File: config.mk
export PLATFORM = sky130hd
export DESIGN_NAME = heap_sort_engine
export DESIGN_NICKNAME = d
export VERILOG_FILES = /design/src/rtl/hse_pkg.sv /design/src/rtl/heap_sort_engine.sv
export SDC_FILE = /design/constraint.sdc
export NUM_CORES = 2
export LEC_CHECK = 0
export ABC_CLOCK_PERIOD_IN_PS = 11430
export BUFFER_PORTS_ARGS = -buffer_cell sky130_fd_sc_hd__buf_2
export CORE_ASPECT_RATIO = 0.7
export CORE_MARGIN = 10
export CORE_UTILIZATION = 63
export CTS_CLUSTER_DIAMETER = 120
export CTS_CLUSTER_SIZE = 40
export DETAILED_ROUTE_END_ITERATION = 16
export PLACE_DENSITY = 0.79
export RECOVER_POWER = 100
export SLEW_MARGIN = 0
export SYNTH_ARGS = -nofsm -noshare
export SYNTH_HDL_FRONTEND = slang
export SYNTH_SLANG_ARGS = --single-unit
File: constraint.sdc
create_clock -name clk -period 11.43 [get_ports clk]
set_input_delay 3.429 -clock clk [delete_from_list [all_inputs] [get_ports clk]]
set_output_delay 3.429 -clock clk [all_outputs]
set_load 0.02 [all_outputs]
File: src/rtl/hse_pkg.sv
package hse_pkg;

  // Store geometry
  localparam int DEPTH = 64;
  localparam int VAL_W = 32;
  localparam int IDX_W = $clog2(DEPTH);
  localparam int CNT_W = $clog2(DEPTH + 1);
  // child index arithmetic: 2*pos+2 must fit
  localparam int CMP_W = IDX_W + 2;

  typedef logic [VAL_W-1:0] val_t;
  typedef logic [IDX_W-1:0] idx_t;
  typedef logic [CNT_W-1:0] cnt_t;
  typedef logic [CMP_W-1:0] cmp_t;

endpackage

File: src/rtl/heap_sort_engine.sv
// Channel  Dir  Handshake              tdata         tlast     tuser
// in_      in   in_tvalid/in_tready    value         is_last   -
// out_     out  out_tvalid/out_tready  sorted_value  is_final  overflowed
//
// Steps: one value per transfer while loading; then a build phase sifts down each node
// from n/2 to the root, and each root extraction parks the root at the heap end and sifts
// the former last entry down from the root; then results leave in ascending signed order.
// Reset clears the sequencer, the fill count and the overflow flag; the store is not
// cleared. in_tready is high only while loading; a stalled result holds the sequencer,
// and the final result waits in the output register while the next set already loads.
module heap_sort_engine
  import hse_pkg::*;
(
  input  logic        clk,
  input  logic        rst_n,
  input  logic        in_tvalid,
  output logic        in_tready,
  input  logic [31:0] in_tdata,   // [31:0] value
  input  logic        in_tlast,
  output logic        out_tvalid,
  input  logic        out_tready,
  output logic [31:0] out_tdata,  // [31:0] sorted_value
  output logic        out_tlast,
  output logic        out_tuser   // [0] overflowed
);

  localparam logic [3:0] ST_LOAD  = 4'd0;
  localparam logic [3:0] ST_SD0   = 4'd1;   // read node that starts a build sift
  localparam logic [3:0] ST_SDCAP = 4'd2;   // capture that node
  localparam logic [3:0] ST_CHK   = 4'd3;   // leaf test, read left child
  localparam logic [3:0] ST_RDR   = 4'd4;   // capture left, read right child
  localparam logic [3:0] ST_CMP   = 4'd5;   // pick largest, move child up
  localparam logic [3:0] ST_X0    = 4'd6;   // shrink heap, read root
  localparam logic [3:0] ST_X1    = 4'd7;   // capture root, read heap end
  localparam logic [3:0] ST_X2    = 4'd8;   // park root at heap end
  localparam logic [3:0] ST_ORD   = 4'd9;   // read next sorted entry
  localparam logic [3:0] ST_OCAP  = 4'd10;  // load output register

  logic [3:0] state_r, state_nxt;
  cnt_t       cnt_r, cnt_nxt;      // entries held
  cnt_t       hend_r, hend_nxt;    // heap size
  idx_t       pos_r, pos_nxt;      // sift node (hole)
  idx_t       bidx_r, bidx_nxt;    // build node
  logic       build_r, build_nxt;  // sift belongs to build phase
  logic       ovf_r, ovf_nxt;
  idx_t       k_r, k_nxt;          // output index
  val_t       cur_r, cur_nxt;      // value being sifted
  val_t       lval_r, lval_nxt;
  val_t       root_r, root_nxt;

  logic       out_valid_r, out_valid_nxt;
  val_t       out_data_r, out_data_nxt;
  logic       out_last_r, out_last_nxt;
  logic       out_user_r, out_user_nxt;

  // store
  val_t       mem [DEPTH];
  val_t       rdata;
  idx_t       rd_addr, wr_addr;
  val_t       wr_data;
  logic       we;

  logic       in_fire;
  cmp_t       left_c, right_c, size_c;
  logic       left_ok, right_ok, big_left, pick_right;
  cnt_t       n_load;

  always_ff @(posedge clk) begin
    if (we) begin
      mem[wr_addr] <= wr_data;
    end
    rdata <= mem[rd_addr];
  end

  assign in_fire  = in_tvalid && in_tready;
  assign left_c   = (cmp_t'(pos_r) << 1) + cmp_t'(1);
  assign right_c  = left_c + cmp_t'(1);
  assign size_c   = cmp_t'(hend_r);
  assign left_ok  = left_c < size_c;
  assign right_ok = right_c < size_c;
  assign big_left = $signed(lval_r) > $signed(cur_r);
  assign pick_right = right_ok &&
                      ($signed(rdata) > $signed(big_left ? lval_r : cur_r));
  assign n_load   = (cnt_r < cnt_t'(DEPTH)) ? cnt_r + cnt_t'(1) : cnt_r;

  always_comb begin
    state_nxt     = state_r;
    cnt_nxt       = cnt_r;
    hend_nxt      = hend_r;
    pos_nxt       = pos_r;
    bidx_nxt      = bidx_r;
    build_nxt     = build_r;
    ovf_nxt       = ovf_r;
    k_nxt         = k_r;
    cur_nxt       = cur_r;
    lval_nxt      = lval_r;
    root_nxt      = root_r;
    out_valid_nxt = out_valid_r && !out_tready;
    out_data_nxt  = out_data_r;
    out_last_nxt  = out_last_r;
    out_user_nxt  = out_user_r;
    rd_addr       = pos_r;
    we            = 1'b0;
    wr_addr       = pos_r;
    wr_data       = cur_r;

    case (state_r)
      ST_LOAD: begin
        if (in_fire) begin
          if (cnt_r < cnt_t'(DEPTH)) begin
            we      = 1'b1;
            wr_addr = cnt_r[IDX_W-1:0];
            wr_data = in_tdata;
            cnt_nxt = n_load;
          end else begin
            ovf_nxt = 1'b1;
          end
          if (in_tlast) begin
            hend_nxt  = n_load;
            bidx_nxt  = idx_t'(n_load >> 1);
            pos_nxt   = idx_t'(n_load >> 1);
            build_nxt = 1'b1;
            state_nxt = ST_SD0;
          end
        end
      end
      ST_SD0: begin
        rd_addr   = pos_r;
        state_nxt = ST_SDCAP;
      end
      ST_SDCAP: begin
        cur_nxt   = rdata;
        state_nxt = ST_CHK;
      end
      ST_CHK: begin
        rd_addr = left_c[IDX_W-1:0];
        if (left_ok) begin
          state_nxt = ST_RDR;
        end else begin
          // leaf: drop the carried value into the hole
          we = 1'b1;
          if (build_r && bidx_r != '0) begin
            bidx_nxt  = bidx_r - idx_t'(1);
            pos_nxt   = bidx_r - idx_t'(1);
            state_nxt = ST_SD0;
          end else begin
            build_nxt = 1'b0;
            state_nxt = ST_X0;
          end
        end
      end
      ST_RDR: begin
        lval_nxt  = rdata;
        rd_addr   = right_c[IDX_W-1:0];
        state_nxt = ST_CMP;
      end
      ST_CMP: begin
        we = 1'b1;
        if (pick_right) begin
          wr_data   = rdata;
          pos_nxt   = right_c[IDX_W-1:0];
          state_nxt = ST_CHK;
        end else if (big_left) begin
          wr_data   = lval_r;
          pos_nxt   = left_c[IDX_W-1:0];
          state_nxt = ST_CHK;
        end else if (build_r && bidx_r != '0) begin
          bidx_nxt  = bidx_r - idx_t'(1);
          pos_nxt   = bidx_r - idx_t'(1);
          state_nxt = ST_SD0;
        end else begin
          build_nxt = 1'b0;
          state_nxt = ST_X0;
        end
      end
      ST_X0: begin
        rd_addr = '0;
        if (hend_r == '0) begin
          k_nxt     = '0;
          state_nxt = ST_ORD;
        end else begin
          hend_nxt  = hend_r - cnt_t'(1);
          state_nxt = ST_X1;
        end
      end
      ST_X1: begin
        root_nxt  = rdata;
        rd_addr   = hend_r[IDX_W-1:0];
        state_nxt = ST_X2;
      end
      ST_X2: begin
        cur_nxt   = rdata;
        we        = 1'b1;
        wr_addr   = hend_r[IDX_W-1:0];
        wr_data   = root_r;
        pos_nxt   = '0;
        state_nxt = ST_CHK;
      end
      ST_ORD: begin
        rd_addr = k_r;
        if (!out_valid_r) begin
          state_nxt = ST_OCAP;
        end
      end
      ST_OCAP: begin
        out_valid_nxt = 1'b1;
        out_data_nxt  = rdata;
        out_last_nxt  = (cnt_t'(k_r) + cnt_t'(1)) == cnt_r;
        out_user_nxt  = ovf_r;
        if ((cnt_t'(k_r) + cnt_t'(1)) == cnt_r) begin
          cnt_nxt   = '0;
          ovf_nxt   = 1'b0;
          state_nxt = ST_LOAD;
        end else begin
          k_nxt     = k_r + idx_t'(1);
          state_nxt = ST_ORD;
        end
      end
      default: begin
        state_nxt = ST_LOAD;
      end
    endcase
  end

  always_ff @(posedge clk) begin
    if (!rst_n) begin
      state_r     <= ST_LOAD;
      cnt_r       <= '0;
      hend_r      <= '0;
      pos_r       <= '0;
      bidx_r      <= '0;
      build_r     <= 1'b0;
      ovf_r       <= 1'b0;
      k_r         <= '0;
      out_valid_r <= 1'b0;
    end else begin
      state_r     <= state_nxt;
      cnt_r       <= cnt_nxt;
      hend_r      <= hend_nxt;
      pos_r       <= pos_nxt;
      bidx_r      <= bidx_nxt;
      build_r     <= build_nxt;
      ovf_r       <= ovf_nxt;
      k_r         <= k_nxt;
      out_valid_r <= out_valid_nxt;
    end
  end

  // payload, no reset
  always_ff @(posedge clk) begin
    cur_r      <= cur_nxt;
    lval_r     <= lval_nxt;
    root_r     <= root_nxt;
    out_data_r <= out_data_nxt;
    out_last_r <= out_last_nxt;
    out_user_r <= out_user_nxt;
  end

  assign in_tready  = (state_r == ST_LOAD);
  assign out_tvalid = out_valid_r;
  assign out_tdata  = out_data_r;
  assign out_tlast  = out_last_r;
  assign out_tuser  = out_user_r;

`ifndef SYNTH
  // fill count never passes the store size
  a_cnt_range: assert property (@(posedge clk) disable iff (!rst_n)
    cnt_r <= cnt_t'(DEPTH))
    else $error("fill count beyond store depth");

  // a result only appears after the output capture step
  a_out_src: assert property (@(posedge clk) disable iff (!rst_n)
    $rose(out_valid_r) |-> $past(state_r == ST_OCAP))
    else $error("result raised outside capture step");

  // sift node stays inside a non-empty heap
  a_pos_range: assert property (@(posedge clk) disable iff (!rst_n)
    ((state_r == ST_CHK || state_r == ST_RDR || state_r == ST_CMP) && hend_r != '0)
    |-> (cnt_t'(pos_r) < hend_r))
    else $error("sift node outside heap");

  // heap size never exceeds the loaded count while sorting
  a_hend_range: assert property (@(posedge clk) disable iff (!rst_n)
    (state_r != ST_LOAD) |-> (hend_r <= cnt_r))
    else $error("heap size beyond loaded count");
`endif

endmodule
==> results.rst <==
.. list-table::
   :header-rows: 1

   * - Metric
     - Value
   * - Post-synthesis instance total
     - 6645
   * - Later-pin clock latency in the skew report
     - ~0.77 ns
   * - Count of instances resized after the clock tree is built
     - 0
   * - Critical path startpoint category
     - input port
   * - Layout-stage area growth over the synthesis result
     - 4.532%
   * - Number of distinct standard cells referenced by the synthesized netlist
     - between 80 and 90
   * - Share of the yosys chip area belonging to registers
     - 0.7390
   * - DR iter-0 viols
     - 9642
   * - Final #Nets
     - ~6600
   * - Post-synthesis net count
     - 6764
   * - Vert. Die Dim
     - 337.0 um
   * - Slowest cell on the critical path
     - clkbuf_1
   * - Setup skew after layout
     - 0.06863 ns
   * - GR met1 Demand/Resource
     - 0.4251
   * - Total count of max-transition violations in the final report
     - 1630
   * - Number of buffer cells added on primary ports
     - 72
   * - Post-route fraction of the period consumed by the critical path
     - 0.8772
   * - Number of routed nets with antenna violations
     - 0
   * - Routed wire length
     - 245100 um
   * - Wire length per cell
     - 29.13 um
   * - Wire length of the first global-routing pass
     - 355300 um
   * - RePlAce Congestion
     - approximately 0.94
   * - Library cell occupying the most area in the post-synthesis netlist
     - edfxtp_1
   * - CP Class
     - in2reg
   * - Arr. time, crit path
     - 10.34 ns
   * - Initial antenna violation count
     - 30
   * - Peak Freq
     - 0.09973 GHz
   * - Global-route track usage on met3
     - 0.1088
   * - Clk buf depth
     - 3
   * - Starting utilization of the core area
     - 0.6331
   * - Maximum level of the CTS H-tree
     - 3
   * - Most instantiated flip-flop cell in the synthesis netlist
     - edfxtp_1
   * - Filler cell count in the final layout
     - 9722
   * - Global Route met2 Usage
     - 0.4298
   * - Total GRT Usage
     - 0.2999
   * - Final critical-path required period
     - approximately 10 ns
   * - Critical path required time
     - 11.74 ns
   * - Final setup vio count
     - 0
   * - Fraction of registers with async set/reset
     - 0
   * - Power density relative to cell area
     - 187.6 nW/um^2
   * - Final instance count without filler cells
     - 8417
   * - Worst slew pin tran
     - 3.424 ns
   * - Setup TNS
     - 0 ns
   * - Outcome
     - finished, violations left
   * - Via count of the first global-routing pass
     - 53620
   * - Layout cell share with drive strength beyond 1
     - 0.05694
   * - Highest ir drop seen on vdd
     - around 0.00015 V
   * - Cell type with the highest occurrence count on the critical path
     - clkbuf_1
   * - Crit path cell chain
     - clkbuf_1, nand2b_1, nor3_4, clkbuf_1, o21ai_0, clkbuf_1, a21boi_0, nor2_1, nand2_1, nor2_1, clkbuf_1
   * - Clock-pin slew on the worst setup and hold paths
     - 0.16 ns
   * - Worst slew margin relative to its limit
     - -1.283
   * - Number of synthesized flops with an enable pin
     - ~2200
   * - TritonCTS Buffers
     - 66
   * - Final Core Density
     - 0.6618
   * - Synth top area share
     - 0.7233
   * - Via Count
     - about 57000
   * - Cell Area, Synth
     - 90420 um^2
   * - Area enclosed by the die boundary
     - between 150000 and 200000 um^2
   * - Number of standard-cell rows in the floorplan
     - 116
   * - Post-detail-place hpwl
     - 139900 um
   * - Post-CTS Repair Setup Buffers
     - 0
   * - Leakage power total
     - 0.03051 uW
   * - Worst Hold Class
     - reg2reg
   * - Delay contributed by the slowest stage of the critical path
     - 1.92 ns
   * - Pin count of the biggest net entering global routing
     - 196
   * - Flip-flop and latch count after synthesis
     - 2249
   * - Worst Path Max Fanout
     - 34
   * - Number of cells after detailed placement
     - slightly above 8000
   * - Failing checks
     - max-capacitance violations, max-slew violations
   * - Count of yosys warnings during synthesis
     - 0
   * - Most used routing layer
     - met2
   * - Mean number of vias per cell
     - 6.762
   * - Syn_area_per_cell
     - 13.61 um^2
   * - Core area
     - 142800 um^2
   * - Unrepaired setup endpoints after global routing
     - no
   * - Die X
     - 472.8 um
   * - Initial DRT Pass Iterations
     - 7
   * - GRT Residual Overflow
     - 0
   * - Number of top-level pins
     - 73
   * - Hold buffers post-CTS
     - 0
   * - Clock tree from TritonCTS
     - yes
   * - Number of sinks driven by the clock tree
     - 2249
   * - Root buf cell
     - clkbuf_16
   * - Top post-synthesis cells by area
     - edfxtp_1, nand2_1, nand3_1, mux2i_1, dfxtp_1
   * - Critical path endpoint category
     - flop
   * - Max capacitance violation total
     - 48
   * - Post-route DRC violation count
     - 0
   * - Final hold violation count
     - 0
## cell usage in the layout (no fill, tap or decap), types with 79 or more instances in the layout
master	count
a31oi_1	134
ha_1	82
nand2_1	1739
edfxtp_1	2178
nand3_1	775
mux2i_1	150
nor2_1	86
buf_4	79
a21oi_1	161
nand4_1	118
## critical path: cells and delay by family
kind            cells  cell delay, ns
compound gates      2            0.54
simple gates        5            1.67
buf+inv             4            4.65
## final cells by class
class / instances / area, um^2 / area share
inverter: 58 / 217.7 / 0.002303
tap: 1888 / 2362 / 0.02499
multi-input combinational: 3939 / 22080 / 0.2336
clock buffer: 86 / 1790 / 0.01894
antenna: 13 / 32.53 / 0.0003442
timing repair buffer: 181 / 1167 / 0.01235
clock inverter: 3 / 47.55 / 0.0005030
sequential: 2249 / 66820 / 0.7070
## logic make-up after synthesis
logic type	share of synthesized area
buffers and inverters	0.02280
multiplexers	0.03267
AND/OR/NAND/NOR	0.1444
XOR/XNOR	0.001937
adder cells (fa/ha/maj)	0.01135
flip-flops	0.7390
AO/OA/AOI/OAI	0.04779
## stage by stage
stage               power [uW]  area, um^2  hold slack [ns]  setup WS (ns)
floorplan                12550       90420           0.4087          3.441
global placement         14210       92990           0.4943          3.268
detailed placement       14330       92990           0.5069          3.046
CTS                      17550       94830           0.5269          2.989
global route             18190       94490           0.5531          1.179
finish                   17730       94520           0.5265          1.403
## flip-flops by register name, indices dropped and copies added (netlist names), 4 cells and up
signal and flops:
bidx_r 6, cnt_r 7, cur_r 32, hend_r 7
k_r 6, lval_r 32, mem 2048, out_tdata 32
pos_r 6, rdata 32, root_r 32, state_r 4
## layer usage
metal | part of all wire | vias to the layer above
met5 | 0.0012 | -
met4 | 0.039 | 42
met3 | 0.16 | 538
met2 | 0.43 | 4139
met1 | 0.37 | 27880
li1 | - | 24310
## synthesized netlist by cell type, types with 71 or more instances
cell / number
nand2_1: 1739
nand4_1: 118
buf_2: 172
a21oi_1: 160
dfxtp_1: 71
edfxtp_1: 2178
ha_1: 82
nand3_1: 775
a31oi_1: 134
clkbuf_1: 168
mux2i_1: 150
nor2_1: 153
## where the power goes
| group | switching [uW] | total [uW] | leakage, uW | internal (uW) |
|---|---|---|---|---|
| combinational | 3230 | 4170 | 0.00935 | 937 |
| clock | 2270 | 3400 | 0.000891 | 1130 |
| sequential | 212 | 10200 | 0.0203 | 9950 |
| total | 5710 | 17700 | 0.0305 | 12000 |
## final timing paths
path,start,endpoint,slack [ns],cells past startpoint
setup reg to reg,lval_r[31],mem[62][0],1.62,18
setup / recovery,in_tvalid,mem[19][12],1.40,11
hold reg to reg,bidx_r[5],bidx_r[5],0.53,2
hold / removal,bidx_r[5],bidx_r[5],0.53,2
No activity file was read; power rests on OpenSTA's default activity.
